### src/perel_pkg.sv
// Shared types and codes of the relocation stream parser.
`timescale 1ns / 1ps

package perel_pkg;

   // Walk position inside the directory: four header words, then entries.
   typedef enum logic [2:0] {
      PH_PAGE_LO  = 3'd0,
      PH_PAGE_HI  = 3'd1,
      PH_SIZE_LO  = 3'd2,
      PH_SIZE_HI  = 3'd3,
      PH_ENTRY    = 3'd4
   } phase_type;

   // Result status, carried on the result tuser.
   localparam logic [1:0] ST_PATCH    = 2'd0;
   localparam logic [1:0] ST_DONE     = 2'd1;
   localparam logic [1:0] ST_NO_FIXUP = 2'd2;
   localparam logic [1:0] ST_BAD_TYPE = 2'd3;

   // Patch kinds.
   localparam logic [2:0] KIND_HIGH16  = 3'd0;
   localparam logic [2:0] KIND_LOW16   = 3'd1;
   localparam logic [2:0] KIND_ADD32   = 3'd2;
   localparam logic [2:0] KIND_ADD64   = 3'd3;
   localparam logic [2:0] KIND_HIGHADJ = 3'd4;

   // Relocation entry types.
   localparam logic [3:0] RT_ABSOLUTE = 4'd0;
   localparam logic [3:0] RT_HIGH     = 4'd1;
   localparam logic [3:0] RT_LOW      = 4'd2;
   localparam logic [3:0] RT_HIGHLOW  = 4'd3;
   localparam logic [3:0] RT_HIGHADJ  = 4'd4;
   localparam logic [3:0] RT_DIR64    = 4'd10;

   // Configuration register indexes.
   localparam logic [1:0] CSR_DELTA      = 2'd0;
   localparam logic [1:0] CSR_IMAGE_BASE = 2'd1;
   localparam logic [1:0] CSR_DIR_BYTES  = 2'd2;

   localparam int unsigned RSP_DATA_W = 88;

endpackage

### src/pe_relocation_stream_parser.sv
// Top level of the relocation stream parser: word decode, walk state and result register.
`timescale 1ns / 1ps

// The block walks a base-relocation directory that arrives as 16-bit words,
// one word per beat on the req_ channel. Each block of the directory opens
// with four header words (page address low and high, block size low and high)
// and is followed by entry words of a 4-bit type and a 12-bit offset.
// For every fixup one beat leaves on the rsp_ channel with the patch address,
// the kind and the addend; absolute entries and header words give no beat.
// A HIGHADJ entry is reported together with the word that follows it.
// With a nonzero delta an unknown type raises a sticky error, repeated for
// every later word, and once the configured directory length is consumed
// each word is answered with a finished status.
// The csr_ port loads delta, image base and directory length; it is to be
// written only while the block is idle; the block itself does not enforce this.
// Each word is decoded in the cycle it is accepted and its result sits in the
// output register from the next cycle, and one word can be accepted in every
// cycle while the single output register is empty or its beat is leaving.
// When the receiver stalls, the output register holds its beat and req_tready
// stays high only if that beat leaves in the same cycle.
// Synchronous reset clears the configuration, the walk state and the
// output register; the block is ready as soon as reset is released.

module pe_relocation_stream_parser (
   input  logic        clock,
   input  logic        reset,
   // Directory words.
   input  logic        req_tvalid,
   output logic        req_tready,
   input  logic [15:0] req_tdata,   // [15:0] word_in
   // Patch commands and status.
   output logic        rsp_tvalid,
   input  logic        rsp_tready,
   // [2:0] patch_kind, [34:3] patch_address, [66:35] addend,
   // [82:67] low_part, [86:83] bad_type, [87] zero fill
   output logic [perel_pkg::RSP_DATA_W-1:0] rsp_tdata,
   output logic [1:0]  rsp_tuser,   // [1:0] status
   // Configuration writes.
   input  logic        csr_wr_en,
   input  logic [1:0]  csr_index,
   input  logic [31:0] csr_wdata
);

   // Configuration registers.
   logic [31:0] delta_ff;
   logic [31:0] image_base_ff;
   logic [31:0] dir_bytes_ff;

   // Walk state.
   perel_pkg::phase_type phase_ff, phase_in;
   logic [15:0] hdr_low_ff, hdr_low_in;
   logic [31:0] page_addr_ff, page_addr_in;
   logic [31:0] words_left_ff, words_left_in;
   logic [31:0] bytes_used_ff, bytes_used_in;
   logic        hadj_ff, hadj_in;
   logic [31:0] hadj_addr_ff, hadj_addr_in;
   logic        error_ff, error_in;
   logic [3:0]  error_type_ff, error_type_in;

   // Output register.
   logic        rsp_valid_ff, rsp_valid_in;
   logic [1:0]  rsp_status_ff, rsp_status_in;
   logic [2:0]  rsp_kind_ff, rsp_kind_in;
   logic [31:0] rsp_addr_ff, rsp_addr_in;
   logic [31:0] rsp_addend_ff, rsp_addend_in;
   logic [15:0] rsp_low_ff, rsp_low_in;
   logic [3:0]  rsp_bad_ff, rsp_bad_in;

   logic        accept;
   logic        emit;
   logic        finished;
   logic [3:0]  entry_type;
   logic [31:0] entry_addr;
   logic [31:0] block_size;
   logic [31:0] slot_left;

   assign req_tready = !rsp_valid_ff || rsp_tready;
   assign accept     = req_tvalid && req_tready;

   assign entry_type = req_tdata[15:12];
   assign entry_addr = image_base_ff + page_addr_ff + {20'd0, req_tdata[11:0]};
   assign block_size = {req_tdata, hdr_low_ff};
   // Entry slot count once the current word has taken its slot.
   assign slot_left  = (words_left_ff != 32'd0) ? words_left_ff - 32'd1 : words_left_ff;
   assign finished   = (phase_ff == perel_pkg::PH_PAGE_LO) && !hadj_ff
                       && (bytes_used_ff >= dir_bytes_ff);

   always_comb begin
      phase_in      = phase_ff;
      hdr_low_in    = hdr_low_ff;
      page_addr_in  = page_addr_ff;
      words_left_in = words_left_ff;
      bytes_used_in = bytes_used_ff;
      hadj_in       = hadj_ff;
      hadj_addr_in  = hadj_addr_ff;
      error_in      = error_ff;
      error_type_in = error_type_ff;
      emit          = 1'b0;
      rsp_status_in = perel_pkg::ST_PATCH;
      rsp_kind_in   = 3'd0;
      rsp_addr_in   = 32'd0;
      rsp_addend_in = 32'd0;
      rsp_low_in    = 16'd0;
      rsp_bad_in    = 4'd0;

      if (error_ff) begin
         emit          = 1'b1;
         rsp_status_in = perel_pkg::ST_BAD_TYPE;
         rsp_bad_in    = error_type_ff;
      end else if (finished) begin
         emit          = 1'b1;
         rsp_status_in = (delta_ff != 32'd0) ? perel_pkg::ST_DONE : perel_pkg::ST_NO_FIXUP;
      end else begin
         // The byte counter saturates rather than wrapping.
         bytes_used_in = (bytes_used_ff >= 32'hFFFF_FFFD) ? 32'hFFFF_FFFF
                                                          : bytes_used_ff + 32'd2;
         if (hadj_ff) begin
            // This word is the low part of the pending HIGHADJ entry.
            hadj_in       = 1'b0;
            words_left_in = slot_left;
            if (slot_left == 32'd0) begin
               phase_in = perel_pkg::PH_PAGE_LO;
            end
            emit          = 1'b1;
            rsp_kind_in   = perel_pkg::KIND_HIGHADJ;
            rsp_addr_in   = hadj_addr_ff;
            rsp_addend_in = {16'd0, delta_ff[31:16]};
            rsp_low_in    = req_tdata;
         end else begin
            unique case (phase_ff)
               perel_pkg::PH_PAGE_LO: begin
                  hdr_low_in = req_tdata;
                  phase_in   = perel_pkg::PH_PAGE_HI;
               end
               perel_pkg::PH_PAGE_HI: begin
                  page_addr_in = {req_tdata, hdr_low_ff};
                  phase_in     = perel_pkg::PH_SIZE_LO;
               end
               perel_pkg::PH_SIZE_LO: begin
                  hdr_low_in = req_tdata;
                  phase_in   = perel_pkg::PH_SIZE_HI;
               end
               perel_pkg::PH_SIZE_HI: begin
                  // The size includes the 8-byte header; an odd tail takes a slot.
                  if (block_size > 32'd8) begin
                     words_left_in = (block_size - 32'd7) >> 1;
                     phase_in      = perel_pkg::PH_ENTRY;
                  end else begin
                     words_left_in = 32'd0;
                     phase_in      = perel_pkg::PH_PAGE_LO;
                  end
               end
               perel_pkg::PH_ENTRY: begin
                  words_left_in = slot_left;
                  if (slot_left == 32'd0) begin
                     phase_in = perel_pkg::PH_PAGE_LO;
                  end
                  // With a zero delta the entries are walked but nothing is patched.
                  if (delta_ff != 32'd0) begin
                     unique case (entry_type)
                        perel_pkg::RT_ABSOLUTE: begin
                        end
                        perel_pkg::RT_HIGH: begin
                           emit          = 1'b1;
                           rsp_kind_in   = perel_pkg::KIND_HIGH16;
                           rsp_addr_in   = entry_addr;
                           rsp_addend_in = {16'd0, delta_ff[31:16]};
                        end
                        perel_pkg::RT_LOW: begin
                           emit          = 1'b1;
                           rsp_kind_in   = perel_pkg::KIND_LOW16;
                           rsp_addr_in   = entry_addr;
                           rsp_addend_in = {16'd0, delta_ff[15:0]};
                        end
                        perel_pkg::RT_HIGHLOW: begin
                           emit          = 1'b1;
                           rsp_kind_in   = perel_pkg::KIND_ADD32;
                           rsp_addr_in   = entry_addr;
                           rsp_addend_in = delta_ff;
                        end
                        perel_pkg::RT_DIR64: begin
                           emit          = 1'b1;
                           rsp_kind_in   = perel_pkg::KIND_ADD64;
                           rsp_addr_in   = entry_addr;
                           rsp_addend_in = delta_ff;
                        end
                        perel_pkg::RT_HIGHADJ: begin
                           hadj_in      = 1'b1;
                           hadj_addr_in = entry_addr;
                        end
                        default: begin
                           error_in      = 1'b1;
                           error_type_in = entry_type;
                           emit          = 1'b1;
                           rsp_status_in = perel_pkg::ST_BAD_TYPE;
                           rsp_bad_in    = entry_type;
                        end
                     endcase
                  end
               end
               default: begin
                  phase_in = perel_pkg::PH_PAGE_LO;
               end
            endcase
         end
      end

      if (accept) begin
         rsp_valid_in = emit;
      end else begin
         rsp_valid_in = rsp_valid_ff && !rsp_tready;
      end
   end

   always_ff @(posedge clock) begin
      if (reset) begin
         delta_ff      <= 32'd0;
         image_base_ff <= 32'd0;
         dir_bytes_ff  <= 32'd0;
      end else if (csr_wr_en) begin
         unique case (csr_index)
            perel_pkg::CSR_DELTA:      delta_ff      <= csr_wdata;
            perel_pkg::CSR_IMAGE_BASE: image_base_ff <= csr_wdata;
            perel_pkg::CSR_DIR_BYTES:  dir_bytes_ff  <= csr_wdata;
            default: begin
            end
         endcase
      end
   end

   always_ff @(posedge clock) begin
      if (reset) begin
         phase_ff      <= perel_pkg::PH_PAGE_LO;
         hdr_low_ff    <= 16'd0;
         page_addr_ff  <= 32'd0;
         words_left_ff <= 32'd0;
         bytes_used_ff <= 32'd0;
         hadj_ff       <= 1'b0;
         hadj_addr_ff  <= 32'd0;
         error_ff      <= 1'b0;
         error_type_ff <= 4'd0;
         rsp_valid_ff  <= 1'b0;
      end else begin
         rsp_valid_ff <= rsp_valid_in;
         if (accept) begin
            phase_ff      <= phase_in;
            hdr_low_ff    <= hdr_low_in;
            page_addr_ff  <= page_addr_in;
            words_left_ff <= words_left_in;
            bytes_used_ff <= bytes_used_in;
            hadj_ff       <= hadj_in;
            hadj_addr_ff  <= hadj_addr_in;
            error_ff      <= error_in;
            error_type_ff <= error_type_in;
         end
      end
   end

   // Result payload needs no reset; it is qualified by rsp_valid_ff.
   always_ff @(posedge clock) begin
      if (accept && emit) begin
         rsp_status_ff <= rsp_status_in;
         rsp_kind_ff   <= rsp_kind_in;
         rsp_addr_ff   <= rsp_addr_in;
         rsp_addend_ff <= rsp_addend_in;
         rsp_low_ff    <= rsp_low_in;
         rsp_bad_ff    <= rsp_bad_in;
      end
   end

   assign rsp_tvalid = rsp_valid_ff;
   assign rsp_tuser  = rsp_status_ff;
   assign rsp_tdata  = {1'b0, rsp_bad_ff, rsp_low_ff, rsp_addend_ff, rsp_addr_ff, rsp_kind_ff};

   // The error, once raised, stays until reset.
   a_error_sticky: assert property (@(posedge clock) disable iff (reset)
      error_ff |=> error_ff)
      else $error("sticky error cleared");

   // A HIGHADJ entry and a type error are never outstanding together.
   a_hadj_no_error: assert property (@(posedge clock) disable iff (reset)
      !(hadj_ff && error_ff))
      else $error("highadj pending while in error");

   // Entry phase always has at least one slot left in the block.
   a_entry_has_slot: assert property (@(posedge clock) disable iff (reset)
      (phase_ff == perel_pkg::PH_ENTRY) |-> (words_left_ff != 32'd0))
      else $error("entry phase with no slots left");

   // A word taken in error state is answered with an error beat.
   a_error_reply: assert property (@(posedge clock) disable iff (reset)
      (accept && error_ff) |=> (rsp_tvalid && rsp_tuser == perel_pkg::ST_BAD_TYPE))
      else $error("error state gave no error beat");

endmodule

### config.mk
export PLATFORM = sky130hd
export DESIGN_NAME = pe_relocation_stream_parser
export DESIGN_NICKNAME = d
export VERILOG_FILES = /design/src/perel_pkg.sv /design/src/pe_relocation_stream_parser.sv
export SDC_FILE = /design/constraint.sdc
export NUM_CORES = 1
export LEC_CHECK = 0
export BUFFER_PORTS_ARGS = -buffer_cell sky130_fd_sc_hd__buf_2
export CORE_AREA = 2 2 140 278
export DETAILED_ROUTE_END_ITERATION = 16
export DIE_AREA = 0 0 142 280
export GPL_ROUTABILITY_DRIVEN = 0
export GPL_TIMING_DRIVEN = 0
export PLACE_DENSITY = 0.77
export REMOVE_ABC_BUFFERS = 1
export SYNTH_ARGS = -nofsm -noshare
export SYNTH_HDL_FRONTEND = slang
export SYNTH_SLANG_ARGS = --single-unit
export TNS_END_PERCENT = 30
### constraint.sdc
create_clock -name clock -period 4.5 [get_ports clock]
set_input_delay 0.675 -clock clock [delete_from_list [all_inputs] [get_ports clock]]
set_output_delay 0.675 -clock clock [all_outputs]
set_load 0.02 [all_outputs]
# After elaboration in Yosys (flattened, before gate mapping)
# Cells that the tools add are included.
[totals]
regBits = 339
[op_classes]
addsub = 5
order_cmp = 3
eq_ne = 11
mux = 50
bitwise_logic = 6
reduce_logical = 33
[ops]
columns = ["operator", "n"]
rows = [
  ["2-to-1 mux 32 bit", 7],
  ["one-hot mux 32 bit (3 select lines)", 1],
  ["one-hot mux 32 bit (2 select lines)", 1],
  ["nonzero test 32 bit", 2],
  ["2-to-1 mux 16 bit", 3],
  ["adder 32 x 12 -> 32 bit", 1],
  ["adder 32 x 2 -> 32 bit, second input constant", 1],
  ["adder 32 bit", 1],
  [">= comparator 32 bit", 1],
  [">= comparator 32 bit, second input constant", 1],
  ["> comparator 32 x 4 -> 1 bit, second input constant", 1],
  ["zero test 32 bit", 1],
  ["subtractor 32 x 1 -> 32 bit, second input constant", 1],
  ["subtractor 32 x 3 -> 32 bit, second input constant", 1],
  ["2-to-1 mux 31 bit", 1],
  ["2-to-1 mux 4 bit", 6],
  ["2-to-1 mux 1 bit", 17],
  ["2-to-1 mux 2 bit", 8],
  ["one-hot mux 3 bit (5 select lines)", 1],
  ["AND reduction 7 bit", 2],
  ["2-to-1 mux 3 bit", 4],
  ["AND reduction 5 bit", 2],
  ["== test 4 x 2 -> 1 bit, second input constant", 2],
  ["OR reduction 2 bit", 4],
  ["24 further kinds", 38],
]

# Depth between registers and ports, before layout
# Gate-level depths: netlist of run 1.
[depth]
depth_word = 9
depth_mapped = 13

# Least setup slack after synthesis of run 1
# OpenSTA, ideal clock, no wires.
[synth_timing]
kind = "flip-flop to flip-flop"
start = "register dir_bytes_ff[5]"
end = "register rsp_addend_ff[0] (enable)"
arrival_ns = 3.172
required_ns = 3.855
slack_ns = 0.683
stages_incl_launch_ff = 11
n_path_buf = 0
synth_period_minus_slack_ns = 3.817
cell_sequence = "dfxtp_1 > inv_1 > ha_1 > a21o_1 > a21o_1 > a21oi_1 > nor2b_1 > o311ai_1 > nand2_1 > o41ai_1 > inv_1"
[synth_between]
elab_chain_len = 5
[synth_lines]
columns = ["element", "line", "text"]
rows = [
  ["start: declaration", "pe_relocation_stream_parser.sv:47", "logic [31:0] dir_bytes_ff;"],
  ["start signal: assignment", "pe_relocation_stream_parser.sv:224", "perel_pkg::CSR_DIR_BYTES: dir_bytes_ff <= csr_wdata;"],
  [">= comparator 32 bit", "pe_relocation_stream_parser.sv:86", "&& (bytes_used_ff >= dir_bytes_ff);"],
  ["logical AND 1 bit", "pe_relocation_stream_parser.sv:86", ""],
  ["2-to-1 mux 1 bit", "pe_relocation_stream_parser.sv:110", "end else if (finished) begin"],
  ["2-to-1 mux 1 bit", "pe_relocation_stream_parser.sv:106", "if (error_ff) begin"],
  ["logical AND 1 bit", "pe_relocation_stream_parser.sv:261", "if (accept && emit) begin"],
  ["end signal: assignment", "pe_relocation_stream_parser.sv:265", "rsp_addend_ff <= rsp_addend_in;"],
  ["end: declaration", "pe_relocation_stream_parser.sv:65", "logic [31:0] rsp_addend_ff, rsp_addend_in;"],
]
# No other way between the ends.
# A chain may end at the register's enable or synchronous reset.

# Worst setup path in the final report of run 1
[layout_timing]
start = "register bytes_used_ff[5]"
end = "register rsp_addr_ff[18] (enable)"
[layout_between]
elab_chain_len = 5
[layout_lines]
columns = ["element", "line", "text"]
rows = [
  ["start: declaration", "pe_relocation_stream_parser.sv:54", "logic [31:0] bytes_used_ff, bytes_used_in;"],
  ["start signal: assignment", "pe_relocation_stream_parser.sv:250", "bytes_used_ff <= bytes_used_in;"],
  [">= comparator 32 bit", "pe_relocation_stream_parser.sv:86", ""],
  ["logical AND 1 bit", "pe_relocation_stream_parser.sv:86", ""],
  ["2-to-1 mux 1 bit", "pe_relocation_stream_parser.sv:110", ""],
  ["2-to-1 mux 1 bit", "pe_relocation_stream_parser.sv:106", ""],
  ["logical AND 1 bit", "pe_relocation_stream_parser.sv:261", ""],
  ["end signal: assignment", "pe_relocation_stream_parser.sv:264", "rsp_addr_ff <= rsp_addr_in;"],
  ["end: declaration", "pe_relocation_stream_parser.sv:64", "logic [31:0] rsp_addr_ff, rsp_addr_in;"],
]
# No other way between the ends.

==> metrics.md, run 1 <==
| Metric | Value |
|---|---|
| N_diodes | `0` |
| WP buf/inv | `2` |
| Status | `complete, no violations` |
| Register-to-register setup slack | `around 91 ps` |
| Max FO, Critical Path | `51` |
| Clock transition at path regs | `about 70 ps` |
| GRT Total Usage | `between 20% and 30%` |
| Vias/cell | `around 6` |
| Sequential fraction of the synthesis area | `a little over two fifths` |
| Die height | `~280 um` |
| Placed inst area | `19000 um^2` |
| IO Pins | `between 100 and 150` |
| Slew HR | `14.3%` |
| TritonCTS clock tree | `done` |
| First-pass GRT wire length | `approximately 80 mm` |
| Fraction of layout cells with a size suffix above 1 | `12.2%` |
| Sink Count | `around 340` |
| Yosys reg bits | `339` |
| Hold_buf cts | `0` |
| Wire length per cell | `about 20 um` |
| Max Clock Freq | `approximately 230 MHz` |
| Fin area | `around 20000 um^2` |
| Clock skew | `a little over 30 ps` |
| Hold Path Origin | `csr_wdata[21]` |
| Initial drt markers | `~1200` |
| # nets final | `roughly 2200` |
| FF-to-FF Start | `bytes_used_ff[5]` |
| Top cells by area, synth | `dfxtp_1 (28%), edfxtp_1 (15%), nand2_1 (6.1%)` |
| Crit end category | `flip-flop` |
| Area delta synth->final | `12.0%` |
| Startpoint types | `flip-flop` |
| CTS buffer count | `28` |
| Port buffer count | `roughly 150` |
| Final period util | `a little over nine tenths` |
| Row count | `101` |
| Post CTS Setup Buffer Count | `0` |
| Reg-to-Reg End | `rsp_addr_ff[18]` |
| Initial antenna violation count | `0` |
| Post_cts resized | `0` |
| FILL cells | `between 3000 and 4000` |
| Worst slew pin tran | `1280 ps` |
| Die area | `between 30000 and 40000 um^2` |
| Top cell type's share of synthesized area | `between 20% and 30%` |
| Fin. Hold Viols | `0` |
| Pin count of the biggest net entering global routing | `158` |
| CP cell instances | `ha_1, a21o_1, a21o_1, a21oi_1, nor2b_1, o311ai_1, nand2_1, o41ai_1, inv_4, buf_16` |
| Pwr dens | `between 300 and 400 nW/um^2` |
| Hold slack | `approximately 360 ps` |
| Placed Cells incl. Taps | `between 2000 and 3000` |
| Vias in the first global route | `15400` |
| Slowest CP cell | `o41ai_1` |
| Reg2reg path depth | `10` |
| Core Area | `37800 um^2` |
| Max-cap viol count | `0` |
| Top delay family on crit path | `compound AO/OA/AOI/OAI gates` |
| Root Buffer Master | `clkbuf_16` |
| CP most frequent cell | `a21o_1` |
| HP Class | `in -> reg` |
| Starting Density | `a little under half` |
| Non-Filler Instances | `2552` |
| Setup_tns | `0 ps` |
| Cells after synthesis | `between 1500 and 2000` |
| CP arrival | `4710 ps` |
| Largest area contributor in the netlist | `dfxtp_1` |
| Final setup violation count | `0` |
| CP Class | `reg -> reg` |
| H-tree depth | `1` |
| Worst endpoint required time | `roughly 4800 ps` |
| DR DRC count | `0` |
| Skew-Pair Late Insertion Delay | `about 600 ps` |
| Routed wire length | `51.8 mm` |
| WHS Endpoint | `dir_bytes_ff[21]` |
| Total number of vias | `~16000` |
| Post-route ant nets | `0` |
| Post-synthesis cell type count | `86` |
| Syn. warnings | `0` |
| Leak | `about 7.6 nW` |
| Worst hold path depth | `3` |
| Slowest stage delay, CP | `a little over 900 ps` |
| Async SR Flop Fraction | `0%` |
| Grt ovf | `0` |
| Slew Viols, Final | `0` |
| Post-synth EDFFs | `89` |
| DRT Pass-1 Iters | `7` |
| Post-route minimum period | `roughly 4400 ps` |
| Mapped cell area | `about 18000 um^2` |
| IR drop worst, VDD | `345 uV` |
| Max clock buf depth | `3` |
| Top_reg_cell synth | `dfxtp_1` |
| Die extent in x | `around 140 um` |
| Mapped Avg Cell Area | `about 8.9 um^2` |
| RSZ-0062 raised after global routing | `false` |
| Hpwl dp | `around 38 mm` |
==> report_power, final <==
part           internal (mW)  switching, mW  total [mW]
registers               3.26          0.104        3.36
logic                  0.498          0.950        1.45
clock network           1.35           1.21        2.56
total                   5.11           2.26        7.37
==> cell families (layout without fill, tap and decap cells) <==
group,count (synthesis),count (layout),synth area share (%)
flip-flops,339,339,43.2
AO/OA/AOI/OAI,470,470,16.8
AND/OR/NAND/NOR,763,763,21.2
XOR/XNOR,63,63,3.10
other,1,1,0.0211
multiplexers,75,75,4.22
adder cells (fa/ha/maj),98,98,7.45
buffers and inverters,187,280,4.08
==> worst min-delay path, cell delays in order <==
cell and delay (ps):
buf_2 140, nand2_1 60, a21oi_1 50
==> per-layer routing <==
layer / track usage (%) / routed length, um / vias up
met5: 0 / 0 / -
met4: 16.6 / 3690 / 0
met3: 2.88 / 2660 / 205
met2: 47.0 / 27000 / 657
met1: 26.3 / 18400 / 7535
li1: - / - / 7302
==> registers in the layout (all words and copies together) (netlist names), 4 cells and up <==
signal	count
bytes_used_ff	32
rsp_low_ff	16
rsp_addr_ff	32
image_base_ff	32
error_type_ff	4
dir_bytes_ff	32
rsp_bad_ff	4
rsp_addend_ff	32
delta_ff	32
words_left_ff	32
hadj_addr_ff	32
page_addr_ff	32
hdr_low_ff	16
==> synthesized netlist by cell type (6+ instances only) <==
| cell type | n |
|---|---|
| nor3_1 | 44 |
| a22o_1 | 43 |
| and3_1 | 21 |
| and4_1 | 10 |
| o32ai_1 | 9 |
| buf_2 | 10 |
| or4_1 | 11 |
| inv_1 | 62 |
| xnor2_1 | 44 |
| a21o_1 | 10 |
| nand2_1 | 288 |
| nand2b_1 | 16 |
| edfxtp_1 | 89 |
| a21oi_1 | 194 |
| mux2i_1 | 75 |
| a211oi_1 | 18 |
| nor3b_1 | 8 |
| nand4_1 | 22 |
| fa_1 | 13 |
| o22ai_1 | 15 |
| or3_1 | 18 |
| a311oi_1 | 10 |
| a31oi_1 | 22 |
| dfxtp_1 | 250 |
| o2111ai_1 | 6 |
| clkbuf_1 | 108 |
| and2_1 | 43 |
| o21ai_0 | 74 |
| o21a_1 | 6 |
| xor2_1 | 19 |
| nor4_1 | 27 |
| nand3_1 | 32 |
| nor2_1 | 163 |
| nor2b_1 | 18 |
| ha_1 | 85 |
==> stage by stage <==
| stage | setup slack [ps] | utilization (%) | power, mW |
|---|---|---|---|
| global placement | -4900 | 49.2 | 4.79 |
| detailed placement | 111 | 50.2 | 4.83 |
| global route | 85.5 | 52.7 | 7.60 |
| CTS | 77.1 | 52.7 | 7.35 |
| finish | 91.4 | 52.7 | 7.37 |
| floorplan | -2650 | - | 4.34 |
==> layout make-up <==
class / count / area, um^2 / share of cell area, %
flip-flops and latches: 339 / 7680 / 38.5
multi-input cells: 1470 / 9450 / 47.5
well taps: 463 / 579 / 2.91
inverters: 62 / 235 / 1.18
repair buffers: 166 / 1010 / 5.07
clock inverters: 13 / 108 / 0.540
clock buffers: 39 / 857 / 4.30
==> worst max-delay path by stage <==
stage | endpoint | slack [ps] | cells past startpoint | startpoint
final | rsp_addr_ff[18] | 90 | 10 | bytes_used_ff[5]
after global routing | hadj_addr_ff[28] | 90 | 16 | dir_bytes_ff[29]
after floorplan | hadj_addr_ff[28] | -2650 | 10 | dir_bytes_ff[5]
after CTS | hadj_addr_ff[28] | 80 | 16 | dir_bytes_ff[17]
after global placement | hadj_addr_ff[26] | -4900 | 9 | dir_bytes_ff[17]
after detailed placement | hadj_addr_ff[28] | 110 | 16 | dir_bytes_ff[17]
==> cell usage in the layout, fill, tap and decap left out, drive strengths merged, types with 8 or more instances in the layout <==
| master | instances |
|---|---|
| nand2 | 288 |
| dfxtp | 250 |
| a21oi | 194 |
| buf | 166 |
| nor2 | 163 |
| edfxtp | 89 |
| ha | 85 |
| o21ai | 79 |
| mux2i | 75 |
| inv | 63 |
| nor3 | 47 |
| xnor2 | 44 |
| and2 | 43 |
| a22o | 43 |
| clkbuf | 39 |
| nand3 | 33 |
| nor4 | 32 |
| nand4 | 22 |
| a31oi | 22 |
| and3 | 21 |
| xor2 | 19 |
| a211oi | 18 |
| or3 | 18 |
| nor2b | 18 |
| nand2b | 16 |
| o22ai | 15 |
| or4 | 14 |
| fa | 13 |
| a21o | 10 |
| and4 | 10 |
| a311oi | 10 |
| clkinv | 10 |
| o32ai | 9 |
| nor3b | 8 |
Power figures use the tool's default switching activity.
==> run 2: changes to the inputs <==
- REMOVE_ABC_BUFFERS: 1 -> not set
==> run 2 against run 1 <==
Against the previous run:
- fmax up 5.1%
- sequential share of layout area down 0.59 points
- register-to-register slack gained 210 ps
- first-iteration DRC count grew 22%
- combinational power up 6%
- die area stayed put
- utilization up 0.81 points
- worst hold slack worse by 26 ps
- largest cell class unchanged
- highest routed layer unchanged
==> metrics.md, run 2 (synthesis gave the netlist of run 1 again) <==
| Metric | Value |
|---|---|
| Final period util | `93.2% (-4.8 points)` |
| IR drop worst, VDD | `363 uV (+5.1%)` |
| DRT Pass-1 Iters | `8 (+1)` |
| Fin area | `20200 um^2 (+1.5%)` |
| Slew HR | `20.5% (+6.2 points)` |
| CP Class | `reg -> reg` |
| Die height | `280 um (unchanged)` |
| CTS buffer count | `30 (+7.1%)` |
| Initial drt markers | `1451 (+22%)` |
| Fin. Hold Viols | `0 (unchanged)` |
| Placed inst area | `19100 um^2 (+0.84%)` |
| TritonCTS clock tree | `done` |
| IO Pins | `147 (unchanged)` |
| Starting Density | `47.1% (unchanged)` |
| Port buffer count | `144 (-0.69%)` |
| Vias in the first global route | `16300 (+6.1%)` |
| DP Worst Slack | `155 ps (+43.3 ps)` |
| Status | `complete, no violations` |
| Routed wire length | `57.2 mm (+10%)` |
| Grt ovf | `0 (unchanged)` |
| Fraction of layout cells with a size suffix above 1 | `11.0% (-1.1 points)` |
| Die area | `39800 um^2 (unchanged)` |
| Max clock buf depth | `3 (unchanged)` |
| Pwr dens | `384 nW/um^2 (+3.9%)` |
| Pin count of the biggest net entering global routing | `67 (-58%)` |
| Slack of the critical path | `305 ps (+214 ps)` |
| Worst endpoint required time | `4830 ps (+30 ps)` |
| Max Clock Freq | `238 MHz (+5.1%)` |
| Clock transition at path regs | `70 ps (about the same)` |
| Worst slew pin tran | `1180 ps (-101 ps)` |
| Max FO, Critical Path | `66 (+29%)` |
| Total chip power | `7.78 mW (+5.6%)` |
| Max-cap viol count | `0 (unchanged)` |
| Skew-Pair Late Insertion Delay | `630 ps (+30 ps)` |
| Row count | `101 (unchanged)` |
| First-pass GRT wire length | `87.3 mm (+9.4%)` |
| HP Class | `in -> reg` |
| Mapped Nets | `~2100` |
| Worst hold path depth | `3 (unchanged)` |
| Placed Cells incl. Taps | `2604 (+4.2%)` |
| Initial antenna violation count | `0 (unchanged)` |
| Post CTS Setup Buffer Count | `0 (unchanged)` |
| N_diodes | `0 (unchanged)` |
| Most frequent cells in the layout | `nand2_1 (288), dfxtp_1 (250), a21oi_1 (194), nor2_1 (163), buf_2 (154)` |
| Die extent in x | `142 um (unchanged)` |
| Hold_buf cts | `0 (unchanged)` |
| Hold slack | `338 ps (-25.7 ps)` |
| Non-Filler Instances | `2660 (+4.2%)` |
| Startpoint types | `flip-flop` |
| Area delta synth->final | `13.8%` |
| RSZ-0062 raised after global routing | `false` |
| Vias/cell | `6.15 (about the same)` |
| Most common cell after layout, fill and taps aside | `nand2_1` |
| Reg2reg path depth | `9 (-1)` |
| # nets final | `2326 (+4.8%)` |
| Core Area | `37800 um^2 (unchanged)` |
| Post_cts resized | `0 (unchanged)` |
| DR DRC count | `0 (unchanged)` |
| GRT Total Usage | `28.3% (+3.0 points)` |
| Final core occ | `53.5% (+0.81 points)` |
| Post-route ant nets | `0 (unchanged)` |
| Setup_tns | `0 ps (unchanged)` |
| Root Buffer Master | `clkbuf_16` |
| Crit end category | `flip-flop` |
| Post-route minimum period | `4190 ps (-214 ps)` |
| Leak | `7.76 nW (+1.6%)` |
| Hpwl dp | `43.1 mm (+14%)` |
| H-tree depth | `1 (unchanged)` |
| Slew Viols, Final | `0 (unchanged)` |
| Clock skew | `71.4 ps (+40.9 ps)` |
| Wire length per cell | `21.5 um (+5.9%)` |
| Sink Count | `339 (unchanged)` |
| Final setup violation count | `0 (unchanged)` |
| CP arrival | `4520 ps (-190 ps)` |
| Total number of vias | `16400 (+4.2%)` |
==> run 2: changes by cell type in the layout (fill, tap and decap cells not counted), moves of 3 or more <==
cell and change:
nor4_1 +3, buf_6 -5, buf_2 +10, buf_8 -4, clkbuf_1 +105, buf_4 -7
buf_1 +5, bufinv_16 +5
==> run 2: layout make-up <==
cell class,instances,area (um^2)
buffer,125,493
multi-input combinational,1470,9380
fill,3394,17600
inverter,62,235
timing repair buffer,145,748
clock inverter,18,249
sequential,339,7680
clock buffer,38,865
tap,463,579
==> run 2: where the power goes <==
part | switching (mW) | internal (mW) | total (mW)
clock network | 1.23 | 1.66 | 2.89
logic | 1.02 | 0.504 | 1.53
registers | 0.0983 | 3.26 | 3.36
==> run 2: final timing paths <==
path | start | endpoint | slack [ps]
worst max-delay path | bytes_used_ff[13] | rsp_addend_ff[4] | 310
worst min-delay path | csr_wdata[26] | image_base_ff[26] | 340
worst max register to register | bytes_used_ff[13] | rsp_addend_ff[4] | 310
worst min register to register | dir_bytes_ff[3] | dir_bytes_ff[3] | 460
==> run 2: critical path, stage by stage (launching register included) <==
cell and delay, ps:
dfxtp_1 440, ha_1 280, a21o_1 160, a31oi_1 240, nand3_1 150, o311ai_1 680, nand2_1 290, o41ai_1 920
inv_4 360, buf_16 330
==> run 2: metal layers <==
layer,vias to the layer above,GRT usage (%),share of wire (%)
met5,-,0,0
met4,0,23.8,9.6
met3,289,3.86,6.1
met2,852,50.3,50
met1,7698,28.8,34
li1,7526,-,-
